$ cat src/hw/rtl/pmee_pkg.sv
// Package for the partition mask edge expander.
// Holds parameter defaults and the control struct passed from the scan
// sequencer to the node store. No dependencies.
`timescale 1ns / 1ps

package pmee_pkg;

	localparam int unsigned PARTITION_NODES_DEF = 64;
	localparam int unsigned MAX_MASK_BYTES_DEF  = 8;
	localparam int unsigned ID_BITS_DEF         = 32;

	// Port widths of the payload fields.
	localparam int unsigned NODE_ID_W   = 32;
	localparam int unsigned MEMBER_W    = 64;
	localparam int unsigned MASK_BYTES_W = 4;

	typedef struct packed {
		logic wr_en;
		logic rd_en;
	} store_ctl_t;

endpackage

$ cat src/hw/rtl/pmee_scan.sv
// Scan sequencer: accepts a node, writes it to the store if there is room, then walks
// the earlier nodes one read per cycle, emitting each matching pair. Depends on pmee_pkg.
`timescale 1ns / 1ps

module pmee_scan
	import pmee_pkg::*;
#(
	parameter int unsigned PARTITION_NODES = PARTITION_NODES_DEF,
	parameter int unsigned MAX_MASK_BYTES  = MAX_MASK_BYTES_DEF,
	parameter int unsigned ID_BITS         = ID_BITS_DEF
) (
	input  logic                               clk,
	input  logic                               arst_n,
	input  logic                               start,
	output logic                               busy,
	input  logic [NODE_ID_W-1:0]               node_id,
	input  logic [MEMBER_W-1:0]                member_mask,
	input  logic [MASK_BYTES_W-1:0]            mask_bytes,
	input  logic                               partition_end,
	output store_ctl_t                         ctl,
	output logic [$clog2(PARTITION_NODES)-1:0] wr_addr,
	output logic [ID_BITS-1:0]                 wr_id,
	output logic [8*MAX_MASK_BYTES-1:0]        wr_mask,
	output logic [$clog2(PARTITION_NODES)-1:0] rd_addr,
	input  logic [ID_BITS-1:0]                 rd_id,
	input  logic [8*MAX_MASK_BYTES-1:0]        rd_mask,
	output logic                               result_strobe,
	output logic [NODE_ID_W-1:0]               earlier_node,
	output logic [NODE_ID_W-1:0]               later_node,
	output logic                               last_edge
);

	localparam int unsigned MASK_W = 8 * MAX_MASK_BYTES;
	localparam int unsigned IDX_W  = $clog2(PARTITION_NODES);
	localparam int unsigned CNT_W  = $clog2(PARTITION_NODES + 1);

	typedef enum logic [1:0] {
		ST_IDLE = 2'b01,
		ST_SCAN = 2'b10
	} scan_state_t;

	scan_state_t               state_q;
	logic [CNT_W-1:0]          count_q;
	logic [CNT_W-1:0]          n_q;
	logic [CNT_W-1:0]          iss_q;
	logic                      rv_s1;
	logic                      hold_v_q;
	logic                      strobe_q;
	logic [ID_BITS-1:0]        id_q;
	logic [MASK_W-1:0]         mask_q;
	logic                      zero_q;
	logic [ID_BITS-1:0]        hold_id_q;
	logic [ID_BITS-1:0]        earlier_q;
	logic                      last_q;

	logic                      accept;
	logic                      room;
	logic                      issue;
	logic                      hit;
	logic                      done;
	logic [MASK_BYTES_W-1:0]   nb_clamp;
	logic [MASK_W-1:0]         keep;

	assign accept = start && (state_q == ST_IDLE);
	assign room   = (count_q != CNT_W'(PARTITION_NODES));
	assign issue  = (state_q == ST_SCAN) && (iss_q != n_q);
	assign done   = (state_q == ST_SCAN) && (iss_q == n_q) && !rv_s1;
	assign busy   = (state_q != ST_IDLE);

	assign nb_clamp = (mask_bytes > MASK_BYTES_W'(MAX_MASK_BYTES)) ?
		MASK_BYTES_W'(MAX_MASK_BYTES) : mask_bytes;

	always_comb begin
		for (int b = 0; b < MAX_MASK_BYTES; b++) begin
			keep[b*8 +: 8] = {8{MASK_BYTES_W'(b) < nb_clamp}};
		end
	end

	// A zero byte count makes every pair of distinct ids adjacent.
	assign hit = zero_q ? (rd_id != id_q) : (|(rd_mask & mask_q));

	// The new node goes in at the fill index, above every entry the scan reads.
	assign ctl.wr_en = accept && room;
	assign ctl.rd_en = issue;
	assign wr_addr   = count_q[IDX_W-1:0];
	assign wr_id     = node_id[ID_BITS-1:0];
	assign wr_mask   = member_mask[MASK_W-1:0];
	assign rd_addr   = iss_q[IDX_W-1:0];

	always_ff @(posedge clk or negedge arst_n) begin
		if (!arst_n) begin
			state_q  <= ST_IDLE;
			count_q  <= '0;
			n_q      <= '0;
			iss_q    <= '0;
			rv_s1    <= 1'b0;
			hold_v_q <= 1'b0;
			strobe_q <= 1'b0;
		end else begin
			strobe_q <= 1'b0;
			rv_s1    <= issue;
			if (accept) begin
				if (partition_end) begin
					count_q <= '0;
				end else if (room) begin
					count_q <= count_q + 1'b1;
				end
				n_q      <= count_q;
				iss_q    <= '0;
				hold_v_q <= 1'b0;
				if (room && (count_q != '0)) begin
					state_q <= ST_SCAN;
				end
			end
			if (issue) begin
				iss_q <= iss_q + 1'b1;
			end
			// Each match releases the one held before it, so the final match
			// can still be flagged as the last.
			if (rv_s1 && hit) begin
				if (hold_v_q) begin
					strobe_q <= 1'b1;
				end
				hold_v_q <= 1'b1;
			end
			if (done) begin
				strobe_q <= hold_v_q;
				hold_v_q <= 1'b0;
				state_q  <= ST_IDLE;
			end
		end
	end

	always_ff @(posedge clk) begin
		if (accept) begin
			id_q   <= node_id[ID_BITS-1:0];
			mask_q <= member_mask[MASK_W-1:0] & keep;
			zero_q <= (nb_clamp == '0);
		end
		if (rv_s1 && hit) begin
			hold_id_q <= rd_id;
			earlier_q <= hold_id_q;
			last_q    <= 1'b0;
		end
		if (done) begin
			earlier_q <= hold_id_q;
			last_q    <= 1'b1;
		end
	end

	assign result_strobe = strobe_q;
	assign earlier_node  = NODE_ID_W'(earlier_q);
	assign later_node    = NODE_ID_W'(id_q);
	assign last_edge     = last_q;

endmodule

$ cat config.mk
export PLATFORM = sky130hd
export DESIGN_NAME = pmee_scan
export DESIGN_NICKNAME = d
export VERILOG_FILES = /design/src/hw/rtl/pmee_pkg.sv /design/src/hw/rtl/pmee_scan.sv
export SDC_FILE = /design/constraint.sdc
export NUM_CORES = 1
export LEC_CHECK = 0
export ABC_AREA = 1
export BUFFER_PORTS_ARGS = -buffer_cell sky130_fd_sc_hd__buf_4
export CORE_AREA = 2 2 151 138
export DETAILED_ROUTE_END_ITERATION = 7
export DIE_AREA = 0 0 153 140
export GPL_TIMING_DRIVEN = 0
export PLACE_DENSITY = 0.74
export REMOVE_ABC_BUFFERS = 1
export SLEW_MARGIN = 10
export SYNTH_ARGS = -nofsm -noshare
export SYNTH_HDL_FRONTEND = slang
export SYNTH_SLANG_ARGS = --single-unit
$ cat constraint.sdc
create_clock -name clk -period 3.96 [get_ports clk]
set_clock_uncertainty 0.1 [all_clocks]
set_input_delay 0.792 -clock clk [delete_from_list [all_inputs] [get_ports clk]]
set_output_delay 0.792 -clock clk [all_outputs]
set_load 0.02 [all_outputs]
==> out/results.tsv <==
metric	value	unit
status	complete, no violations	
ys.flop_type	edfxtp_1	
antenna_found_initial	0	
cts_root_buf	clkbuf_16	
h-tree-depth	4	
place_hpwl	17.83	mm
fin_nets	1284	
setup_viol	0	
fin_crit_sh	91.41	%
relSlewSlack	46.54	%
multiInputGateArea	1753	um^2
gp_congestion	0.8021	
dieArea	21420	um^2
postSynth.asyncResetShare	13.83	%
io_pins	377	
cts_tree	done	
totalWireLength	22.84	mm
fillers	1720	
post-cts-setup-buffers	0	
rsz0062_at_grt	no	
critical_path.endpoint_type	output port	
powerDensity	563.6	nW/um^2
io_buffers	376	
initialDrtViolationCount	272	
grt_usage	21.09	%
ctsHoldBuffers	0	
crit_end	ctl[1]	
r2r-end	count_q[3]	
die_h	140	um
synthTopCellsByCount	nand2_1, edfxtp_1, inv_1	
path_max_fanout	57	
worst_slew_pin_slew	0.7991	ns
path_cells	nand3_2, inv_4, nand2_1, o21ai_2, buf_4	
seq_area_frac_synth	64.21	%
routedWlPerCell	16.93	um
drive_above_1_share	39.03	%
critical-path-max-stage-delay	0.76	ns
synth_edf_count	161	
synth.distinct_cells	38	
yosysMostFrequentCell	nand2_1	
worstPathRequired	3.07	ns
yosys_register_bits	188	
post_cts_resized	0	
drv_cap	0	
syn_area	8576	um^2
synth_area_per_cell	10.75	um^2
finish.utilization	58.13	%
synthToLayoutAreaGrowth	34.23	%
rr_worst_depth	7	
drtPass1Iterations	4	
path_class	reg -> out	
fp-row-count	49	
finalPower	6488	uW
ir_drop	0.3314	mV
r2r_start	state_q[0]	
viasPerCell	4.600	
ant_nets	0	
grt_pass1_wl	34.31	mm
critPathArrivalTime	2.73	ns
post-route-min-period	3.620	ns
yosysTopAreaCell	edfxtp_1	
finalHoldViolCount	0	
die_width	153	um
initial_core_util	43.31	%
ff_latch_area	5507	um^2
synthTopCellsByArea	edfxtp_1, buf_4, nand2_1, dfrtp_1, inv_1	
cp_slowest_cell	inv_4	
crit_start	state_q[0]	
yosysTopAreaCellShare	56.38	%
yosys_warnings	0	
cts_buffers	17	
rrSetupSlack	1.27	ns
drc_errors	0	
p_leak	0.005474	uW
grt_max_degree	58	
clockBufferDepth	2	
hold_class	in -> async	
cts_sinks	188	
diodes	0	
clkTransAtPathRegs	0.08	ns
grt-ovfl-total	0	
fmax	0.2763	GHz
syn_inst	798	
clk_latency	0.42	ns
num_vias	6205	
crit_path_start_kind	register	
finalMaxSlewViolations	0	
grt_pass1_vias	6271	
coreArea	19800	um^2
==> where the power goes <==
part	leakage [uW]	internal [uW]	total (uW)	switching (uW)
clock	0.000289	962	1760	798
combinational	0.00334	683	1780	1090
sequential	0.00185	2740	2950	211
==> metal layers <==
layer	vias up	part of all wire (%)	GRT usage, %	routed length [um]
met5	-	0	0	0
met4	0	1.6	5.604	364
met3	22	7.0	5.291	1598
met2	282	54	39.16	12290
met1	2892	38	24.29	8584
li1	3009	-	-	-
==> kinds of logic after synthesis <==
| kind of cell | Yosys count | share of synthesized area (%) |
|---|---|---|
| and+or+nand+nor | 308 | 14.97 |
| buffers and inverters | 239 | 15.38 |
| DFF | 188 | 64.21 |
| AOI/OAI and AO/OA | 34 | 2.349 |
| xor gates and xnor gates | 26 | 2.655 |
| adders and majority gates | 3 | 0.4377 |
==> sequential cells by signal, summed over array words and instances, names as in the netlist, 2 cells and up <==
name          count
count_q           7
earlier_node     32
hold_id_q        32
iss_q             7
later_node       32
mask_q           64
n_q               7
state_q           2
==> cell type report <==
class                   instances  share of cell area, %
inverters                     126                  4.130
multi-input cells             371                  15.23
flip-flops and latches        188                  47.84
clock buffers                  18                  3.728
repair buffers                377                  24.76
well taps                     255                  2.772
clock inverters                14                  1.543
==> metrics by stage <==
| step | hold WS (ns) | setup TNS [ns] | area, um^2 | instances | setup WS, ns |
|---|---|---|---|---|---|
| 2_1_floorplan | 0.3003 | 0 | 7730 | 685 | 0.3296 |
| 3_3_place_gp | 0.3008 | -1.620 | 10870 | 1316 | -0.7064 |
| 3_5_place_dp | 0.3045 | 0 | 10900 | 1317 | 0.4096 |
| 4_1_cts | 0.1683 | 0 | 11510 | 1349 | 0.2775 |
| 5_1_grt | 0.1797 | 0 | 11510 | 1349 | 0.09886 |
| 6_report | 0.1754 | 0 | 11510 | 1349 | 0.3402 |
==> layout by cell type (no fill, tap or decap), types with 2 or more instances in the layout <==
master,count
buf_4,376
nand2_1,181
edfxtp_1,161
inv_1,123
nor2_1,82
dfrtp_1,25
o21ai_0,18
clkbuf_16,17
xor2_1,16
nand3_1,15
nand4_1,14
xnor2_1,10
inv_8,5
o22ai_1,3
a21oi_1,3
o31ai_1,3
nor3_1,3
ha_1,3
clkinvlp_4,3
inv_2,2
a31o_2,2
nor3_2,2
nor2_4,2
bufinv_16,2
inv_6,2
==> critical path, delay by kind of cell (launching register included) <==
family          cells  cell delay (ns)
simple gates        2             0.58
buf+inv             2             0.97
flops               1             0.57
compound gates      1             0.17
==> how the worst min path moves through the flow <==
| stage | start | to | slack (ns) | depth (start not counted) |
|---|---|---|---|---|
| 2_1_floorplan | hold_id_q[0] | earlier_node[0] | 0.30 | 0 |
| 3_3_place_gp | hold_id_q[19] | earlier_node[19] | 0.30 | 0 |
| 3_5_place_dp | hold_id_q[14] | earlier_node[14] | 0.30 | 0 |
| 4_1_cts | arst_n | iss_q[2] | 0.17 | 1 |
| 5_1_grt | arst_n | count_q[2] | 0.18 | 1 |
| 6_report | arst_n | count_q[5] | 0.18 | 1 |
(Power assumes the default switching activity.)
